**config.mk**
```make
export PLATFORM = sky130hd
export DESIGN_NAME = blob_id_tracker_core_flat
export DESIGN_NICKNAME = d
export VERILOG_FILES = /design/src/rtl/core/bidt_pkg.sv /design/src/rtl/core/bidt_in_if.sv /design/src/rtl/core/bidt_out_if.sv /design/src/rtl/core/bidt_cfg_if.sv /design/src/rtl/core/bidt_dpath.sv /design/src/rtl/core/bidt_ctrl.sv /design/src/rtl/core/blob_id_tracker_core.sv /design/src/flat_wrapper.sv
export SDC_FILE = /design/constraint.sdc
export NUM_CORES = 2
export LEC_CHECK = 0
export BUFFER_PORTS_ARGS = -buffer_cell sky130_fd_sc_hd__buf_2
export CORE_MARGIN = 1
export CORE_UTILIZATION = 48
export DETAILED_ROUTE_END_ITERATION = 10
export PLACE_DENSITY = 0.69
export SLEW_MARGIN = 20
export SYNTH_ARGS = -nofsm -noshare
export SYNTH_HDL_FRONTEND = slang
export SYNTH_HIERARCHICAL = 1
export SYNTH_SLANG_ARGS = --single-unit
```
**constraint.sdc**
```tcl
create_clock -name clk -period 24.1 [get_ports clk]
set_input_delay 2.41 -clock clk [delete_from_list [all_inputs] [get_ports clk]]
set_output_delay 2.41 -clock clk [all_outputs]
set_load 0.02 [all_outputs]
```
**src/rtl/core/bidt_pkg.sv**
```systemverilog
// shared types and constants of the blob id tracker
package bidt_pkg;

    // field widths
    localparam int X_W      = 12;
    localparam int P_W      = 16;
    localparam int DIST_W   = 10;
    localparam int OUT_W    = 4;
    localparam int FRAC_W   = 14;

    // arithmetic widths
    localparam int D2_W      = 2 * X_W + 1;
    localparam int SQ_V_W    = 62;
    localparam int SQ_ROOT_W = 27;
    localparam int SQ_REM_W  = 30;
    localparam int DIV_N_W   = 31;
    localparam int DIV_D_W   = P_W + 1;
    localparam int SCORE_W   = 16;
    localparam int MQ_W      = DIST_W + FRAC_W;

    // iteration count of the root and divide units
    localparam int STEP_W = 5;
    localparam logic [STEP_W-1:0] STEP_LAST = 5'd30;

    localparam logic [DIST_W-1:0]  MAXD_RESET = 10'd100;
    localparam logic [SCORE_W-1:0] LIKE_ONE   = 16'd16384;

    typedef enum logic [3:0] {
        S_IDLE,
        S_RD,
        S_PREP,
        S_STEP_A,
        S_MID,
        S_STEP_B,
        S_SCORE,
        S_HOLD_RD,
        S_COMMIT,
        S_USED_RD,
        S_USED_SET,
        S_ASSIGN,
        S_OUT_RD,
        S_OUT_LD,
        S_OUT_WAIT
    } state_t;

    typedef struct packed {
        logic load_cur;
        logic clear_match;
        logic prep;
        logic step;
        logic step_sqrt;
        logic mid;
        logic score;
        logic first_c;
        logic commit;
        logic mark_used;
        logic assign_id;
        logic copy_out;
        logic out_last;
    } dp_cmd_t;

    typedef struct packed {
        logic has_c;
        logic used_ptr;
    } dp_sts_t;

endpackage

```
**src/rtl/core/bidt_in_if.sv**
```systemverilog
// input channel: one blob per beat
interface bidt_in_if;
    import bidt_pkg::*;

    logic            valid;
    logic            ready;
    logic [X_W-1:0]  center_x;
    logic [X_W-1:0]  center_y;
    logic [P_W-1:0]  perimeter;
    logic            last_blob;
    logic            empty_frame;

    modport source (output valid, center_x, center_y, perimeter, last_blob, empty_frame,
                    input ready);
    modport sink   (input valid, center_x, center_y, perimeter, last_blob, empty_frame,
                    output ready);
endinterface

```
**src/rtl/core/bidt_out_if.sv**
```systemverilog
// result channel: one blob id per beat
interface bidt_out_if;
    import bidt_pkg::*;

    logic              valid;
    logic              ready;
    logic [OUT_W-1:0]  blob_index;
    logic [OUT_W-1:0]  blob_id;
    logic              last_result;

    modport source (output valid, blob_index, blob_id, last_result, input ready);
    modport sink   (input valid, blob_index, blob_id, last_result, output ready);
endinterface

```
**src/rtl/core/bidt_cfg_if.sv**
```systemverilog
// configuration write channel for max_distance
interface bidt_cfg_if;
    import bidt_pkg::*;

    logic              valid;
    logic              ready;
    logic [DIST_W-1:0] data;

    modport source (output valid, data, input ready);
    modport sink   (input valid, data, output ready);
endinterface

```
**src/rtl/core/bidt_dpath.sv**
```systemverilog
// datapath: blob stores, root and divide units, score compare, id bookkeeping
module bidt_dpath #(
    parameter int MAX_BLOBS = 16
) (
    input  logic                                   clk,
    input  logic                                   rst_n,
    input  bidt_pkg::dp_cmd_t                      cmd,
    output bidt_pkg::dp_sts_t                      sts,
    input  logic [$clog2(MAX_BLOBS)-1:0]           cur_wr_addr,
    input  logic [$clog2(MAX_BLOBS)-1:0]           o_addr,
    input  logic [$clog2(MAX_BLOBS)-1:0]           c_addr,
    input  logic [$clog2(MAX_BLOBS)-1:0]           id_ptr,
    input  logic [bidt_pkg::X_W-1:0]               center_x,
    input  logic [bidt_pkg::X_W-1:0]               center_y,
    input  logic [bidt_pkg::P_W-1:0]               perimeter,
    input  logic                                   cfg_we,
    input  logic [bidt_pkg::DIST_W-1:0]            cfg_data,
    output logic [bidt_pkg::OUT_W-1:0]             blob_index,
    output logic [bidt_pkg::OUT_W-1:0]             blob_id,
    output logic                                   last_result
);
    import bidt_pkg::*;

    localparam int IDX_W = $clog2(MAX_BLOBS);

    // blob stores
    logic [X_W-1:0]     cur_x_mem   [MAX_BLOBS];
    logic [X_W-1:0]     cur_y_mem   [MAX_BLOBS];
    logic [P_W-1:0]     cur_p_mem   [MAX_BLOBS];
    logic [X_W-1:0]     prev_x_mem  [MAX_BLOBS];
    logic [X_W-1:0]     prev_y_mem  [MAX_BLOBS];
    logic [P_W-1:0]     prev_p_mem  [MAX_BLOBS];
    logic [IDX_W-1:0]   prev_id_mem [MAX_BLOBS];
    logic [IDX_W-1:0]   ident_mem   [MAX_BLOBS];
    logic [SCORE_W-1:0] hold_mem    [MAX_BLOBS];

    logic [X_W-1:0]     cx_rd, cy_rd, px_rd, py_rd;
    logic [P_W-1:0]     cp_rd, pp_rd;
    logic [IDX_W-1:0]   pid_rd, id_rd;
    logic [SCORE_W-1:0] hold_rd;

    logic [DIST_W-1:0]  maxd_reg;
    logic [MAX_BLOBS-1:0] has_reg, used_reg;

    logic [SQ_V_W-1:0]    sq_v_reg;
    logic [SQ_REM_W-1:0]  sq_rem_reg;
    logic [SQ_ROOT_W-1:0] sq_root_reg;
    logic [DIV_N_W-1:0]   div_num_reg;
    logic [DIV_D_W-1:0]   div_rem_reg;
    logic [DIV_D_W-1:0]   div_den_reg;
    logic                 lim_zero_reg, like_one_reg, like_zero_reg, prox_zero_reg;
    logic [SCORE_W-1:0]   like_reg, best_reg;
    logic [IDX_W-1:0]     bix_reg;
    logic [OUT_W-1:0]     blob_index_reg, blob_id_reg;
    logic                 last_result_reg;

    // configuration register
    always_ff @(posedge clk or negedge rst_n) begin
        if (!rst_n) begin
            maxd_reg <= MAXD_RESET;
        end
        else if (cfg_we) begin
            maxd_reg <= cfg_data;
        end
    end

    // current frame store
    always_ff @(posedge clk) begin
        if (cmd.load_cur) begin
            cur_x_mem[cur_wr_addr] <= center_x;
            cur_y_mem[cur_wr_addr] <= center_y;
            cur_p_mem[cur_wr_addr] <= perimeter;
        end
        cx_rd <= cur_x_mem[c_addr];
        cy_rd <= cur_y_mem[c_addr];
        cp_rd <= cur_p_mem[c_addr];
    end

    // previous frame store, refilled while results go out
    always_ff @(posedge clk) begin
        if (cmd.copy_out) begin
            prev_x_mem[c_addr]  <= cx_rd;
            prev_y_mem[c_addr]  <= cy_rd;
            prev_p_mem[c_addr]  <= cp_rd;
            prev_id_mem[c_addr] <= id_rd;
        end
        px_rd  <= prev_x_mem[o_addr];
        py_rd  <= prev_y_mem[o_addr];
        pp_rd  <= prev_p_mem[o_addr];
        pid_rd <= prev_id_mem[o_addr];
    end

    // commit decision for a previous blob's best pick
    logic take_best;
    assign take_best = (best_reg != '0) && (!has_reg[bix_reg] || (best_reg >= hold_rd));

    // id and winning score stores
    always_ff @(posedge clk) begin
        if (cmd.commit && take_best) begin
            ident_mem[bix_reg] <= pid_rd;
            hold_mem[bix_reg]  <= best_reg;
        end
        else if (cmd.assign_id) begin
            ident_mem[c_addr] <= id_ptr;
        end
        id_rd   <= ident_mem[c_addr];
        hold_rd <= hold_mem[bix_reg];
    end

    // matched and used-id flags
    always_ff @(posedge clk or negedge rst_n) begin
        if (!rst_n) begin
            has_reg  <= '0;
            used_reg <= '0;
        end
        else if (cmd.clear_match) begin
            has_reg  <= '0;
            used_reg <= '0;
        end
        else begin
            if (cmd.commit && take_best) begin
                has_reg[bix_reg] <= 1'b1;
            end
            if (cmd.mark_used && has_reg[c_addr]) begin
                used_reg[id_rd] <= 1'b1;
            end
            if (cmd.assign_id) begin
                has_reg[c_addr] <= 1'b1;
                used_reg[id_ptr] <= 1'b1;
            end
        end
    end

    assign sts.has_c    = has_reg[c_addr];
    assign sts.used_ptr = used_reg[id_ptr];

    // operand setup: squared distance and perimeter terms
    logic [X_W-1:0]     ax, ay;
    logic [2*X_W-1:0]   sq_x, sq_y;
    logic [D2_W-1:0]    d2;
    logic [P_W-1:0]     pdiff;
    logic [DIV_D_W-1:0] lim;
    always_comb begin
        ax    = (px_rd > cx_rd) ? (px_rd - cx_rd) : (cx_rd - px_rd);
        ay    = (py_rd > cy_rd) ? (py_rd - cy_rd) : (cy_rd - py_rd);
        sq_x  = ax * ax;
        sq_y  = ay * ay;
        d2    = {1'b0, sq_x} + {1'b0, sq_y};
        pdiff = (pp_rd > cp_rd) ? (pp_rd - cp_rd) : (cp_rd - pp_rd);
        lim   = {pp_rd, 1'b0};
    end

    // one root digit and one quotient bit per step
    logic [SQ_REM_W-1:0] sq_rem_sh, sq_trial;
    logic                sq_ge;
    logic [DIV_D_W:0]    div_rem_sh, div_sub;
    logic                div_ge;
    always_comb begin
        sq_rem_sh  = {sq_rem_reg[SQ_REM_W-3:0], sq_v_reg[SQ_V_W-1 -: 2]};
        sq_trial   = {1'b0, sq_root_reg, 2'b01};
        sq_ge      = sq_rem_sh >= sq_trial;
        div_rem_sh = {div_rem_reg, div_num_reg[DIV_N_W-1]};
        div_ge     = div_rem_sh >= {1'b0, div_den_reg};
        div_sub    = div_rem_sh - {1'b0, div_den_reg};
    end

    // proximity setup from the finished root
    logic [DIST_W-1:0] m_eff;
    logic [MQ_W-1:0]   mq, mq_left;
    always_comb begin
        m_eff   = (maxd_reg == '0) ? DIST_W'(1) : maxd_reg;
        mq      = {m_eff, {FRAC_W{1'b0}}};
        mq_left = mq - sq_root_reg[MQ_W-1:0];
    end

    // pair score
    logic [SCORE_W-1:0] prox, score;
    always_comb begin
        prox  = prox_zero_reg ? '0 : div_num_reg[SCORE_W-1:0];
        score = prox + like_reg;
    end

    // root, divide and best-pick registers
    always_ff @(posedge clk) begin
        if (cmd.prep) begin
            sq_v_reg      <= {{(SQ_V_W-D2_W-2*FRAC_W){1'b0}}, d2, {(2*FRAC_W){1'b0}}};
            sq_rem_reg    <= '0;
            sq_root_reg   <= '0;
            div_num_reg   <= {(lim - {1'b0, pdiff}), {FRAC_W{1'b0}}};
            div_den_reg   <= lim;
            div_rem_reg   <= '0;
            lim_zero_reg  <= (pp_rd == '0);
            like_one_reg  <= (cp_rd == '0);
            like_zero_reg <= ({1'b0, pdiff} > lim);
        end
        else if (cmd.mid) begin
            if (lim_zero_reg) begin
                like_reg <= like_one_reg ? LIKE_ONE : '0;
            end
            else begin
                like_reg <= like_zero_reg ? '0 : div_num_reg[SCORE_W-1:0];
            end
            prox_zero_reg <= sq_root_reg > {{(SQ_ROOT_W-MQ_W){1'b0}}, mq};
            div_num_reg   <= {{(DIV_N_W-MQ_W-1){1'b0}}, mq_left, 1'b0};
            div_den_reg   <= {{(DIV_D_W-DIST_W){1'b0}}, m_eff};
            div_rem_reg   <= '0;
        end
        else if (cmd.step) begin
            div_num_reg <= {div_num_reg[DIV_N_W-2:0], div_ge};
            div_rem_reg <= div_ge ? div_sub[DIV_D_W-1:0] : div_rem_sh[DIV_D_W-1:0];
            if (cmd.step_sqrt) begin
                sq_v_reg    <= {sq_v_reg[SQ_V_W-3:0], 2'b00};
                sq_rem_reg  <= sq_ge ? (sq_rem_sh - sq_trial) : sq_rem_sh;
                sq_root_reg <= {sq_root_reg[SQ_ROOT_W-2:0], sq_ge};
            end
        end
        if (cmd.score && (cmd.first_c || (score > best_reg))) begin
            best_reg <= score;
            bix_reg  <= c_addr;
        end
    end

    // result register
    logic [IDX_W+OUT_W-1:0] idx_ext, id_ext;
    assign idx_ext = {{OUT_W{1'b0}}, c_addr};
    assign id_ext  = {{OUT_W{1'b0}}, id_rd};

    always_ff @(posedge clk) begin
        if (cmd.copy_out) begin
            blob_index_reg  <= idx_ext[OUT_W-1:0];
            blob_id_reg     <= id_ext[OUT_W-1:0];
            last_result_reg <= cmd.out_last;
        end
    end

    assign blob_index  = blob_index_reg;
    assign blob_id     = blob_id_reg;
    assign last_result = last_result_reg;

endmodule

```
**src/rtl/core/bidt_ctrl.sv**
```systemverilog
// controller: frame loading, pair scoring sequence, id assignment and output
module bidt_ctrl #(
    parameter int MAX_BLOBS = 16
) (
    input  logic                           clk,
    input  logic                           rst_n,
    input  logic                           in_valid,
    input  logic                           in_last,
    input  logic                           in_empty,
    output logic                           in_ready,
    output logic                           out_valid,
    input  logic                           out_ready,
    output bidt_pkg::dp_cmd_t              cmd,
    input  bidt_pkg::dp_sts_t              sts,
    output logic [$clog2(MAX_BLOBS)-1:0]   cur_wr_addr,
    output logic [$clog2(MAX_BLOBS)-1:0]   o_addr,
    output logic [$clog2(MAX_BLOBS)-1:0]   c_addr,
    output logic [$clog2(MAX_BLOBS)-1:0]   id_ptr
);
    import bidt_pkg::*;

    localparam int IDX_W = $clog2(MAX_BLOBS);
    localparam int CNT_W = $clog2(MAX_BLOBS + 1);

    state_t state_reg, state_next;
    logic [CNT_W-1:0]  cur_cnt_reg, cur_cnt_next;
    logic [CNT_W-1:0]  prev_cnt_reg, prev_cnt_next;
    logic [IDX_W-1:0]  o_reg, o_next;
    logic [IDX_W-1:0]  c_reg, c_next;
    logic [IDX_W-1:0]  ptr_reg, ptr_next;
    logic [STEP_W-1:0] step_reg, step_next;

    logic accept, room, c_last, o_last, step_last, take_c;
    always_comb begin
        accept    = (state_reg == S_IDLE) && in_valid;
        room      = cur_cnt_reg < CNT_W'(MAX_BLOBS);
        c_last    = (CNT_W'(c_reg) + CNT_W'(1)) == cur_cnt_reg;
        o_last    = (CNT_W'(o_reg) + CNT_W'(1)) == prev_cnt_reg;
        step_last = step_reg == STEP_LAST;
        take_c    = sts.has_c || !sts.used_ptr;
    end

    // state register and counters
    always_ff @(posedge clk or negedge rst_n) begin
        if (!rst_n) begin
            state_reg    <= S_IDLE;
            cur_cnt_reg  <= '0;
            prev_cnt_reg <= '0;
            o_reg        <= '0;
            c_reg        <= '0;
            ptr_reg      <= '0;
            step_reg     <= '0;
        end
        else begin
            state_reg    <= state_next;
            cur_cnt_reg  <= cur_cnt_next;
            prev_cnt_reg <= prev_cnt_next;
            o_reg        <= o_next;
            c_reg        <= c_next;
            ptr_reg      <= ptr_next;
            step_reg     <= step_next;
        end
    end

    // next state
    always_comb begin
        state_next = state_reg;
        case (state_reg)
            S_IDLE: begin
                if (accept && !in_empty && in_last) begin
                    state_next = (prev_cnt_reg == '0) ? S_USED_RD : S_RD;
                end
            end
            S_RD:       state_next = S_PREP;
            S_PREP:     state_next = S_STEP_A;
            S_STEP_A:   state_next = step_last ? S_MID : S_STEP_A;
            S_MID:      state_next = S_STEP_B;
            S_STEP_B:   state_next = step_last ? S_SCORE : S_STEP_B;
            S_SCORE:    state_next = c_last ? S_HOLD_RD : S_RD;
            S_HOLD_RD:  state_next = S_COMMIT;
            S_COMMIT:   state_next = o_last ? S_USED_RD : S_RD;
            S_USED_RD:  state_next = S_USED_SET;
            S_USED_SET: state_next = c_last ? S_ASSIGN : S_USED_RD;
            S_ASSIGN: begin
                if (take_c && c_last) begin
                    state_next = S_OUT_RD;
                end
            end
            S_OUT_RD:   state_next = S_OUT_LD;
            S_OUT_LD:   state_next = S_OUT_WAIT;
            S_OUT_WAIT: begin
                if (out_ready) begin
                    state_next = c_last ? S_IDLE : S_OUT_RD;
                end
            end
            default:    state_next = S_IDLE;
        endcase
    end

    // counter updates
    always_comb begin
        cur_cnt_next  = cur_cnt_reg;
        prev_cnt_next = prev_cnt_reg;
        o_next        = o_reg;
        c_next        = c_reg;
        ptr_next      = ptr_reg;
        step_next     = step_reg;
        case (state_reg)
            S_IDLE: begin
                if (accept) begin
                    if (in_empty) begin
                        cur_cnt_next  = '0;
                        prev_cnt_next = '0;
                    end
                    else begin
                        if (room) begin
                            cur_cnt_next = cur_cnt_reg + CNT_W'(1);
                        end
                        if (in_last) begin
                            o_next   = '0;
                            c_next   = '0;
                            ptr_next = '0;
                        end
                    end
                end
            end
            S_STEP_A, S_STEP_B: begin
                step_next = step_last ? '0 : step_reg + STEP_W'(1);
            end
            S_SCORE: begin
                c_next = c_last ? '0 : c_reg + IDX_W'(1);
            end
            S_COMMIT: begin
                o_next = o_reg + IDX_W'(1);
            end
            S_USED_SET: begin
                c_next = c_last ? '0 : c_reg + IDX_W'(1);
            end
            S_ASSIGN: begin
                if (take_c) begin
                    c_next = c_last ? '0 : c_reg + IDX_W'(1);
                end
                else begin
                    ptr_next = ptr_reg + IDX_W'(1);
                end
            end
            S_OUT_WAIT: begin
                if (out_ready) begin
                    if (c_last) begin
                        prev_cnt_next = cur_cnt_reg;
                        cur_cnt_next  = '0;
                    end
                    else begin
                        c_next = c_reg + IDX_W'(1);
                    end
                end
            end
            default: begin
            end
        endcase
    end

    // datapath commands and handshake outputs
    always_comb begin
        cmd       = '0;
        in_ready  = 1'b0;
        out_valid = 1'b0;
        case (state_reg)
            S_IDLE: begin
                in_ready        = 1'b1;
                cmd.load_cur    = in_valid && !in_empty && room;
                cmd.clear_match = in_valid && !in_empty && in_last;
            end
            S_PREP:   cmd.prep = 1'b1;
            S_STEP_A: begin
                cmd.step      = 1'b1;
                cmd.step_sqrt = 1'b1;
            end
            S_MID:    cmd.mid = 1'b1;
            S_STEP_B: cmd.step = 1'b1;
            S_SCORE: begin
                cmd.score   = 1'b1;
                cmd.first_c = (c_reg == '0);
            end
            S_COMMIT:   cmd.commit = 1'b1;
            S_USED_SET: cmd.mark_used = 1'b1;
            // unmatched blob takes the pointer id once it is free
            S_ASSIGN:   cmd.assign_id = !sts.has_c && !sts.used_ptr;
            S_OUT_LD: begin
                cmd.copy_out = 1'b1;
                cmd.out_last = c_last;
            end
            S_OUT_WAIT: out_valid = 1'b1;
            default: begin
            end
        endcase
    end

    assign cur_wr_addr = cur_cnt_reg[IDX_W-1:0];
    assign o_addr      = o_reg;
    assign c_addr      = c_reg;
    assign id_ptr      = ptr_reg;

    // input and output never both open
    a_no_overlap: assert property (@(posedge clk) disable iff (!rst_n)
        !(in_ready && out_valid))
        else $error("input and output open together");

    // frame fill never passes the store depth
    a_cur_bound: assert property (@(posedge clk) disable iff (!rst_n)
        cur_cnt_reg <= CNT_W'(MAX_BLOBS))
        else $error("current frame count overflow");

    // scoring only visits stored previous blobs
    a_o_bound: assert property (@(posedge clk) disable iff (!rst_n)
        (state_reg == S_RD) |-> (CNT_W'(o_reg) < prev_cnt_reg))
        else $error("previous blob index out of range");

    // every output beat belongs to a stored blob
    a_out_bound: assert property (@(posedge clk) disable iff (!rst_n)
        out_valid |-> (CNT_W'(c_reg) < cur_cnt_reg))
        else $error("output index out of range");

    // a taken last beat ends the frame sweep
    a_out_end: assert property (@(posedge clk) disable iff (!rst_n)
        (out_valid && out_ready && c_last) |=> (state_reg == S_IDLE) && (cur_cnt_reg == '0))
        else $error("frame not closed after final result");

endmodule

```
**src/rtl/core/blob_id_tracker_core.sv**
```systemverilog
// top level of the blob id tracker
//
//  channel   dir   payload                                               beat when
//  blob_in   in    center_x, center_y, perimeter, last_blob, empty_frame  valid & ready
//  blob_out  out   blob_index, blob_id, last_result                      valid & ready
//  cfg       in    data (max_distance)                                   valid & ready
//
//  a blob beat is taken while idle; the final blob of a frame starts matching
//  (or id assignment with no previous blobs); each (previous, new) pair is scored:
//  the shared root and divide units run 31 steps for each of the two score terms
//  each previous blob then commits its best pick, then ids are assigned and results sent
//  input stays closed from the final blob until the last result beat is taken
//  reset clears counts, flags and max_distance (100); no clearing pass is needed
module blob_id_tracker_core #(
    parameter int MAX_BLOBS = 16
) (
    input  logic          clk,
    input  logic          rst_n,
    bidt_in_if.sink       blob_in,
    bidt_out_if.source    blob_out,
    bidt_cfg_if.sink      cfg
);
    import bidt_pkg::*;

    localparam int IDX_W = $clog2(MAX_BLOBS);

    dp_cmd_t          cmd;
    dp_sts_t          sts;
    logic [IDX_W-1:0] cur_wr_addr, o_addr, c_addr, id_ptr;

    // configuration is always taken
    assign cfg.ready = 1'b1;

    // sequencer
    bidt_ctrl #(
        .MAX_BLOBS (MAX_BLOBS)
    ) u_ctrl (
        .clk         (clk),
        .rst_n       (rst_n),
        .in_valid    (blob_in.valid),
        .in_last     (blob_in.last_blob),
        .in_empty    (blob_in.empty_frame),
        .in_ready    (blob_in.ready),
        .out_valid   (blob_out.valid),
        .out_ready   (blob_out.ready),
        .cmd         (cmd),
        .sts         (sts),
        .cur_wr_addr (cur_wr_addr),
        .o_addr      (o_addr),
        .c_addr      (c_addr),
        .id_ptr      (id_ptr)
    );

    // stores and arithmetic
    bidt_dpath #(
        .MAX_BLOBS (MAX_BLOBS)
    ) u_dpath (
        .clk         (clk),
        .rst_n       (rst_n),
        .cmd         (cmd),
        .sts         (sts),
        .cur_wr_addr (cur_wr_addr),
        .o_addr      (o_addr),
        .c_addr      (c_addr),
        .id_ptr      (id_ptr),
        .center_x    (blob_in.center_x),
        .center_y    (blob_in.center_y),
        .perimeter   (blob_in.perimeter),
        .cfg_we      (cfg.valid),
        .cfg_data    (cfg.data),
        .blob_index  (blob_out.blob_index),
        .blob_id     (blob_out.blob_id),
        .last_result (blob_out.last_result)
    );

endmodule

```
**src/flat_wrapper.sv**
```systemverilog
// flat-port wrapper written by rule: the top's interface ports become plain ports
module blob_id_tracker_core_flat import bidt_pkg::*;
#(
    parameter int MAX_BLOBS = 16
)
  (clk, rst_n, blob_in_valid, blob_in_center_x, blob_in_center_y, blob_in_perimeter, blob_in_last_blob, blob_in_empty_frame, blob_in_ready, blob_out_valid, blob_out_blob_index, blob_out_blob_id, blob_out_last_result, blob_out_ready, cfg_valid, cfg_data, cfg_ready);
  bidt_in_if blob_in_i ();
  bidt_out_if blob_out_i ();
  bidt_cfg_if cfg_i ();
  input  logic clk;
  input  logic rst_n;
  input wire logic [$bits(blob_in_i.valid)-1:0] blob_in_valid;
  input wire logic [$bits(blob_in_i.center_x)-1:0] blob_in_center_x;
  input wire logic [$bits(blob_in_i.center_y)-1:0] blob_in_center_y;
  input wire logic [$bits(blob_in_i.perimeter)-1:0] blob_in_perimeter;
  input wire logic [$bits(blob_in_i.last_blob)-1:0] blob_in_last_blob;
  input wire logic [$bits(blob_in_i.empty_frame)-1:0] blob_in_empty_frame;
  output wire logic [$bits(blob_in_i.ready)-1:0] blob_in_ready;
  output wire logic [$bits(blob_out_i.valid)-1:0] blob_out_valid;
  output wire logic [$bits(blob_out_i.blob_index)-1:0] blob_out_blob_index;
  output wire logic [$bits(blob_out_i.blob_id)-1:0] blob_out_blob_id;
  output wire logic [$bits(blob_out_i.last_result)-1:0] blob_out_last_result;
  input wire logic [$bits(blob_out_i.ready)-1:0] blob_out_ready;
  input wire logic [$bits(cfg_i.valid)-1:0] cfg_valid;
  input wire logic [$bits(cfg_i.data)-1:0] cfg_data;
  output wire logic [$bits(cfg_i.ready)-1:0] cfg_ready;
  assign blob_in_i.valid = blob_in_valid;
  assign blob_in_i.center_x = blob_in_center_x;
  assign blob_in_i.center_y = blob_in_center_y;
  assign blob_in_i.perimeter = blob_in_perimeter;
  assign blob_in_i.last_blob = blob_in_last_blob;
  assign blob_in_i.empty_frame = blob_in_empty_frame;
  assign blob_in_ready = blob_in_i.ready;
  assign blob_out_valid = blob_out_i.valid;
  assign blob_out_blob_index = blob_out_i.blob_index;
  assign blob_out_blob_id = blob_out_i.blob_id;
  assign blob_out_last_result = blob_out_i.last_result;
  assign blob_out_i.ready = blob_out_ready;
  assign cfg_i.valid = cfg_valid;
  assign cfg_i.data = cfg_data;
  assign cfg_ready = cfg_i.ready;
  blob_id_tracker_core #(.MAX_BLOBS(MAX_BLOBS)) u_core (.clk(clk), .rst_n(rst_n), .blob_in(blob_in_i), .blob_out(blob_out_i), .cfg(cfg_i));
endmodule
```
Yosys cells after proc, flatten, opt, wreduce, memory -nomap -nowiden:

Memories as Yosys holds them, arrays and structs flattened. A register that Yosys moved wholly into a read port is not among the register bits.
Index checks and enable logic that the tools add are counted.

* memories kept: 9
* register bits after elaboration: 276
* bits in writable memories: 1664
* logic and storage cells: 265
* input port bits: 57

* magnitude comparators: 18
* equal/unequal tests: 30
* reduce and logical (&&, ||, !) cells: 52
* multiply operators: 2
* bitwise operators: 6
* muxes and demuxes: 99
* add/subtract/negate cells: 19

Memory list
* u_core.u_dpath.cur_p_mem: depth 16, bits a word 16, read ports 1, clocked after memory_dff 1, wr ports 1, RTL line bidt_dpath.sv:29 `logic [P_W-1:0] cur_p_mem [MAX_BLOBS];`
* u_core.u_dpath.hold_mem: depth 16, bits a word 16, read ports 1, clocked after memory_dff 1, wr ports 1, RTL line bidt_dpath.sv:35 `logic [SCORE_W-1:0] hold_mem [MAX_BLOBS];`
* u_core.u_dpath.prev_p_mem: depth 16, bits a word 16, read ports 1, clocked after memory_dff 1, wr ports 1, RTL line bidt_dpath.sv:32 `logic [P_W-1:0] prev_p_mem [MAX_BLOBS];`
* u_core.u_dpath.cur_x_mem: depth 16, bits a word 12, read ports 1, clocked after memory_dff 1, wr ports 1, RTL line bidt_dpath.sv:27 `logic [X_W-1:0] cur_x_mem [MAX_BLOBS];`
* u_core.u_dpath.cur_y_mem: depth 16, bits a word 12, read ports 1, clocked after memory_dff 1, wr ports 1, RTL line bidt_dpath.sv:28 `logic [X_W-1:0] cur_y_mem [MAX_BLOBS];`
* u_core.u_dpath.prev_x_mem: depth 16, bits a word 12, read ports 1, clocked after memory_dff 1, wr ports 1, RTL line bidt_dpath.sv:30 `logic [X_W-1:0] prev_x_mem [MAX_BLOBS];`
* 3 more memories

Operators by type and width (count)
* 2-to-1 mux 53 bit: 4
* 2-to-1 mux 16 bit: 12
* 2-to-1 mux 31 bit: 3
* 2-to-1 mux 4 bit: 16
* bitwise OR 16 bit: 4
* case mux 4 bit (15 select lines): 1
* 2-to-1 mux 17 bit: 3
* 2-to-1 mux 5 bit: 10
* multiplier 12 x 12 -> 24 bit: 2
* subtractor 12 bit: 4
* > comparator 16 bit: 2
* zero test 16 bit: 2
* subtractor 16 bit: 2
* greater-or-equal comparator 30 x 29 -> 1 bit: 1
* == test 4 bit (second input constant): 7
* 2-to-1 mux 28 bit: 1
* subtractor 28 bit: 1
* > comparator 27 x 24 -> 1 bit: 1
* 2-to-1 mux 1 bit: 26
* adder 24 x 24 -> 25 bit: 1
* > comparator 12 bit: 2
* 2-to-1 mux 12 bit: 2
* subtractor 24 bit: 1
* < comparator 4 x 5 -> 1 bit (second input constant): 4
* other kinds (46): 114

Depth between registers and ports, before layout:

* depth after elaboration: 11
* gate-level depth with buffers: 39

Modules after synthesis:

Netlist, hierarchy kept.

Modules (own cells, without submodules)
* bidt_dpath: area an instance 91441.4 um^2, sequential area each 58239.6 um^2, times used 1, cells an instance 5468
* bidt_ctrl: area an instance 2084.5 um^2, sequential area each 775.7 um^2, times used 1, cells an instance 237
* blob_id_tracker_core: area an instance 11.3 um^2, sequential area each 0.0 um^2, times used 1, cells an instance 2

Worst setup path before layout:

OpenSTA, ideal clock, no wires.

* kind: register -> register
* start point: register u_core.u_dpath.cy_rd[0] (read register of u_core.u_dpath.cur_y_mem)
* end point: register u_core.u_dpath.sq_v_reg[50] (data pin)
* library setup time: 0.256 ns
* required time: 23.844 ns
* buffers on the path: 1
* period minus slack after synthesis: 9.132 ns
* setup slack: 14.968 ns
* data arrival time: 8.875 ns
* cell stages (with the launch flop): 33
* cells stage by stage: dfxtp_1 ha_1 inv_1 fa_1 a21o_1 a21o_1 a221oi_2 o21ai_1 o31a_1 buf_4 mux2i_1 xnor2_1 clkinv_1 or2_2 fa_1 fa_1 fa_1 inv_1 fa_1 fa_1 fa_1 inv_1 fa_1 inv_1 ha_1 a21o_1 a31o_2 a41oi_1 nor2_1 or4_1 a31o_2 a211o_1 a22o_1

* longest elaborated chain between the ends: 5
* elaborated cells on any way between the ends: 7
* those cells by class: add/sub: 3; mul: 1; order compare: 1; mux: 2

RTL lines
* start, declared: RTL line bidt_dpath.sv:37 `logic [X_W-1:0] cx_rd, cy_rd, px_rd, py_rd;`
* subtractor 12 bit or > comparator 12 bit (tied branches): RTL line bidt_dpath.sv:145 `ay = (py_rd > cy_rd) ? (py_rd - cy_rd) : (cy_rd - py_rd);`
* 2-to-1 mux 12 bit (*): RTL line bidt_dpath.sv:145
* multiplier 12 x 12 -> 24 bit (*): RTL line bidt_dpath.sv:147 `sq_y = ay * ay;`
* adder 24 x 24 -> 25 bit (*): RTL line bidt_dpath.sv:148 `d2 = {1'b0, sq_x} + {1'b0, sq_y};`
* 2-to-1 mux 53 bit (*): RTL line bidt_dpath.sv:185 `if (cmd.prep) begin`
* end signal, assigned: RTL line bidt_dpath.sv:186 `sq_v_reg <= {{(SQ_V_W-D2_W-2*FRAC_W){1'b0}}, d2, {(2*FRAC_W){1'b0}}};`
* end signal, assigned: RTL line bidt_dpath.sv:212 `sq_v_reg <= {sq_v_reg[SQ_V_W-3:0], 2'b00};`
* end, declared: RTL line bidt_dpath.sv:45 `logic [SQ_V_W-1:0] sq_v_reg;`

Mark *: on every way between the ends. The rest lies on a longest branch, timed or not.
A chain may end at the register's enable or synchronous reset.

Worst setup path after layout:

* start point: register u_core.u_dpath.cy_rd[1] (read register of u_core.u_dpath.cur_y_mem)
* end point: register u_core.u_dpath.sq_v_reg[50] (data pin)

Same word-level chain as after synthesis.

==> run_results.csv <==
group,metric,value,unit
outcome,run_status,"finished clean",
yosys,yosysWarnings,6,
pwr,peakVddDrop,0.0000784,V
cells_and_area,post_route_cells_drive_above_1_share,19.3,%
cts,tritoncts_num_sinks,2044,
placed_design,post_dp_cell_area,97000,sq um
yosys,synth_simple_gate_area_share,4.55,%
worst_hold_path,source_of_the_worst_hold_timing_path,"u_core/u_dpath/sq_v_reg[59]$_SDFFE_PP0P_",
global_route,grtUsageTotal,21.2,%
cts,tritoncts,"built",
yosys,post_synth_num_cell_types,99,
global_route,first_global_vias,51300,
worst_setup_path,worst-r2r-cell-count,32,
routing,ant_nets,0,
worst_setup_path,worst_r2r_endpoint,"u_core/u_dpath/sq_v_reg[50]$_DFFE_PP_",
yosys,postSynthCellCount,5707,
floorplanning,floorplan.die.width,443,um
worst_hold_path,hp-class,"flop to flop",
sta,finalCritPeriodShare,43.5,%
yosys,avgSynthCellArea,16.4,sq um
yosys,post_synth_instance_area,93500,sq um
cells_and_area,num-nets-final,6411,
cts,cts_htree_levels,4,
floorplanning,die_area,197000,sq um
routing,wirelength,208,mm
cts,cts_hold_buf,0,
cts,cts_post_setup_buffers_inserted,0,
cts,ctsRootBufferMaster,"sky130_fd_sc_hd__clkbuf_16",
global_route,grt_pass1_wl,316,mm
floorplanning,start_util,48.5,%
pwr,static-leakage-power,37.4,nW
routing,route.detailed.drc,0,
worst_setup_path,cp-start-kind,"flop",
yosys,main_combinational_cell_family_by_area_after_synthesis,"multiplexers",
routing,num_vias,50400,
sta,worst_slew_pin_slew,1.16,ns
cts,clock_buffer_count_from_cts,202,
routing,first_iter_violations,4635,
worst_setup_path,critical_path.reg2reg.startpoint,"u_core/u_dpath/cy_rd[1]$_DFF_P_",
yosys,synth.mux.area_fraction,13.9,%
yosys,compound_gate_fraction_of_synth_area,5.05,%
yosys,synth.net_count,6289,
cells_and_area,top_regs,"u_core/u_dpath/cur_p_mem x256, u_core/u_dpath/hold_mem x256, u_core/u_dpath/prev_p_mem x256",
cts,path_clk_slew,0.06,ns
routing,post_drt_wl_per_cell,24.3,um
sta,clock-skew-final,0.0570,ns
worst_setup_path,crit_type,"flop to flop",
floorplanning,floorplan.core_area,193000,sq um
cells_and_area,area_growth_syn_to_layout,11.1,%
worst_setup_path,most_frequent_cp_cell,"sky130_fd_sc_hd__fa_1",
sta,report.final.slew_viol_count,0,
cts,ctsResizeCount,0,
worst_hold_path,holdPathEnd,"u_core/u_dpath/sq_v_reg[61]$_SDFFE_PP0P_",
worst_setup_path,crit_slowest_cell,"sky130_fd_sc_hd__dfxtp_1",
sta,hold_violations,0,
cells_and_area,layout_common_cells,"sky130_fd_sc_hd__edfxtp_1, sky130_fd_sc_hd__mux4_2, sky130_fd_sc_hd__inv_1",
worst_setup_path,regToRegSetupSlack,13.62,ns
cts,clk_path_buf_depth,3,
pwr,power.density_cell_area,68.2,nW/um^2
worst_hold_path,hold_path_depth,2,
cells_and_area,num-fill-cells,15000,
sta,rsz0062_at_grt,"no",
placed_design,place.port_buffers,67,
routing,detailedRoute.firstPassIterationCount,5,
floorplanning,die_h,443,um
sta,max_freq,0.0954,GHz
yosys,synthXorXnorAreaFrac,1.48,%
global_route,global_route.overflow_total,0,
sta,period_needed,10.48,ns
yosys,synth_seq_cells,2044,
global_route,grt_antenna_before_repair,19,
floorplanning,placement_rows,161,
routing,post_drt_via_cell_ratio,5.90,
sta,final.setup.tns,0,ns
yosys,async_set_or_reset_register_ratio_after_synthesis,3.57,%
worst_setup_path,critical_path.endpoint_type,"flop",
cells_and_area,final_design_area_no_fill,104000,sq um
cells_and_area,layout_commonest_cell,"sky130_fd_sc_hd__edfxtp_1",
global_route,maximum_number_of_pins_on_one_net_before_global_route_repair,164,
job,drv.max_cap_violation_count,0,
placed_design,dp_hpwl,122,mm
yosys,synthAdderAreaFrac,8.69,%
worst_setup_path,worst_ep_arrival_time,11.05,ns
yosys,number_of_flops_mapped_to_enable_cells_by_yosys,1771,
placed_design,gp_congestion,0.848,
worst_setup_path,crit_fanout,20,
yosys,ys_dominant_reg_cell,"sky130_fd_sc_hd__edfxtp_1",
sta,report.final.setup_viol,0,
cts,clock_insertion_delay_worst_skew,0.86,ns
sta,maxSlewHeadroom,23.0,%
worst_setup_path,crit_required,24.67,ns
yosys,synth_seq_area_share,63.1,%
floorplanning,ios,69,
worst_setup_path,slowest_delay,0.68,ns
[worst max-delay path, delay by kind of cell, from the launching register on]
family                     cells  cell delay (ns)
xor gates and xnor gates       1             0.60
AOI/OAI and AO/OA             12             2.94
DFF                            1             0.68
muxes                          1             0.22
adders and majority gates      9             4.03
buffers and inverters          6             0.82
and+or+nand+nor                3             0.92
[where the power goes]
group / leakage, nW / switching, mW / internal (mW)
sequential: 18.3 / 0.00895 / 3.82
combinational: 15.8 / 0.0576 / 0.0389
clock: 3.33 / 1.37 / 1.80
total: 37.4 / 1.43 / 5.66
[metrics by stage]
stage	std cells	worst slack (ns)	total power, mW	util [%]	hold slack, ns
after CTS	8533	13.58	7.15	53.8	0.445
after global placement	8149	13.91	3.99	50.3	0.430
after global routing	8537	12.83	7.29	53.8	0.486
after detailed placement	8149	13.67	4.00	50.3	0.450
after floorplan	5707	14.97	3.96	-	0.416
final	8539	13.62	7.09	53.8	0.445
[how the worst max path moves through the flow]
stage,startpoint,endpoint,slack [ns],cells past startpoint
after floorplan,u_core/u_dpath/cy_rd[0]$_DFF_P_,u_core/u_dpath/sq_v_reg[50]$_DFFE_PP_,14.97,32
after global placement,u_core/u_dpath/cy_rd[0]$_DFF_P_,u_core/u_dpath/sq_v_reg[51]$_DFFE_PP_,13.91,34
after detailed placement,u_core/u_dpath/cy_rd[0]$_DFF_P_,u_core/u_dpath/sq_v_reg[51]$_DFFE_PP_,13.67,34
after CTS,u_core/u_dpath/cy_rd[0]$_DFF_P_,u_core/u_dpath/sq_v_reg[51]$_DFFE_PP_,13.58,34
after global routing,u_core/u_dpath/cy_rd[0]$_DFF_P_,u_core/u_dpath/sq_v_reg[51]$_DFFE_PP_,12.83,34
final,u_core/u_dpath/cy_rd[1]$_DFF_P_,u_core/u_dpath/sq_v_reg[50]$_DFFE_PP_,13.62,32
[cell families (layout without fill, tap and decap cells)]
group | Yosys count | in the layout
other | 1 | 5
buffers and inverters | 768 | 1070
muxes | 627 | 627
DFF | 2044 | 2044
xor gates and xnor gates | 157 | 157
AOI/OAI and AO/OA | 714 | 714
and+or+nand+nor | 871 | 871
adders and majority gates | 525 | 525
[routing by layer]
layer  share of wire (%)  vias to the layer above  GRT usage (%)
met5               0.035                        -              0
met4                 1.7                       10           4.72
met3                 7.1                      283           3.06
met2                  48                     1792           34.3
met1                  43                    26200           30.5
li1                    -                    22100              -
[cells in the mapped netlist (16+ instances only)]
cell type,count,share of area [%]
sky130_fd_sc_hd__a211oi_1,37,0.30
sky130_fd_sc_hd__a21o_1,90,0.72
sky130_fd_sc_hd__a21oi_1,160,0.86
sky130_fd_sc_hd__a221oi_1,20,0.19
sky130_fd_sc_hd__a22o_1,27,0.25
sky130_fd_sc_hd__a31oi_1,22,0.15
sky130_fd_sc_hd__and2_1,39,0.26
sky130_fd_sc_hd__and3_1,16,0.11
sky130_fd_sc_hd__buf_1,63,0.25
sky130_fd_sc_hd__clkbuf_1,147,0.59
sky130_fd_sc_hd__dfrtp_1,70,1.9
sky130_fd_sc_hd__dfxtp_1,200,4.3
sky130_fd_sc_hd__edfxtp_1,1771,57
sky130_fd_sc_hd__fa_1,208,4.5
sky130_fd_sc_hd__ha_1,317,4.2
sky130_fd_sc_hd__inv_1,516,2.1
sky130_fd_sc_hd__mux2_2,27,0.33
sky130_fd_sc_hd__mux2i_1,65,0.70
sky130_fd_sc_hd__mux4_2,535,13
sky130_fd_sc_hd__nand2_1,223,0.89
sky130_fd_sc_hd__nand2b_1,49,0.33
sky130_fd_sc_hd__nand3_1,48,0.26
sky130_fd_sc_hd__nand4_1,34,0.23
sky130_fd_sc_hd__nor2_1,243,0.98
sky130_fd_sc_hd__nor2b_1,61,0.41
sky130_fd_sc_hd__nor3_1,58,0.31
sky130_fd_sc_hd__nor4_1,22,0.15
sky130_fd_sc_hd__o21a_1,19,0.15
sky130_fd_sc_hd__o21ai_0,141,0.75
sky130_fd_sc_hd__o21ai_1,18,0.096
sky130_fd_sc_hd__o21bai_1,20,0.16
sky130_fd_sc_hd__o22ai_1,40,0.27
sky130_fd_sc_hd__o31ai_1,16,0.13
sky130_fd_sc_hd__xnor2_1,104,0.97
sky130_fd_sc_hd__xor2_1,52,0.49
[cell type report]
cell class                      instances  area (sq um)  share of cell area [%]
Sequential cell                      2044         59000                    56.8
Multi-Input combinational cell       2895         31800                    30.6
Clock buffer                          266          5560                    5.35
Tap cell                             2526          3160                    3.04
Inverter                              523          1960                    1.89
Clock inverter                        118          1250                    1.21
Timing Repair Buffer                  163          1110                    1.07
Antenna cell                            4          10.0                 0.00963
No activity file was read; power rests on OpenSTA's default activity.
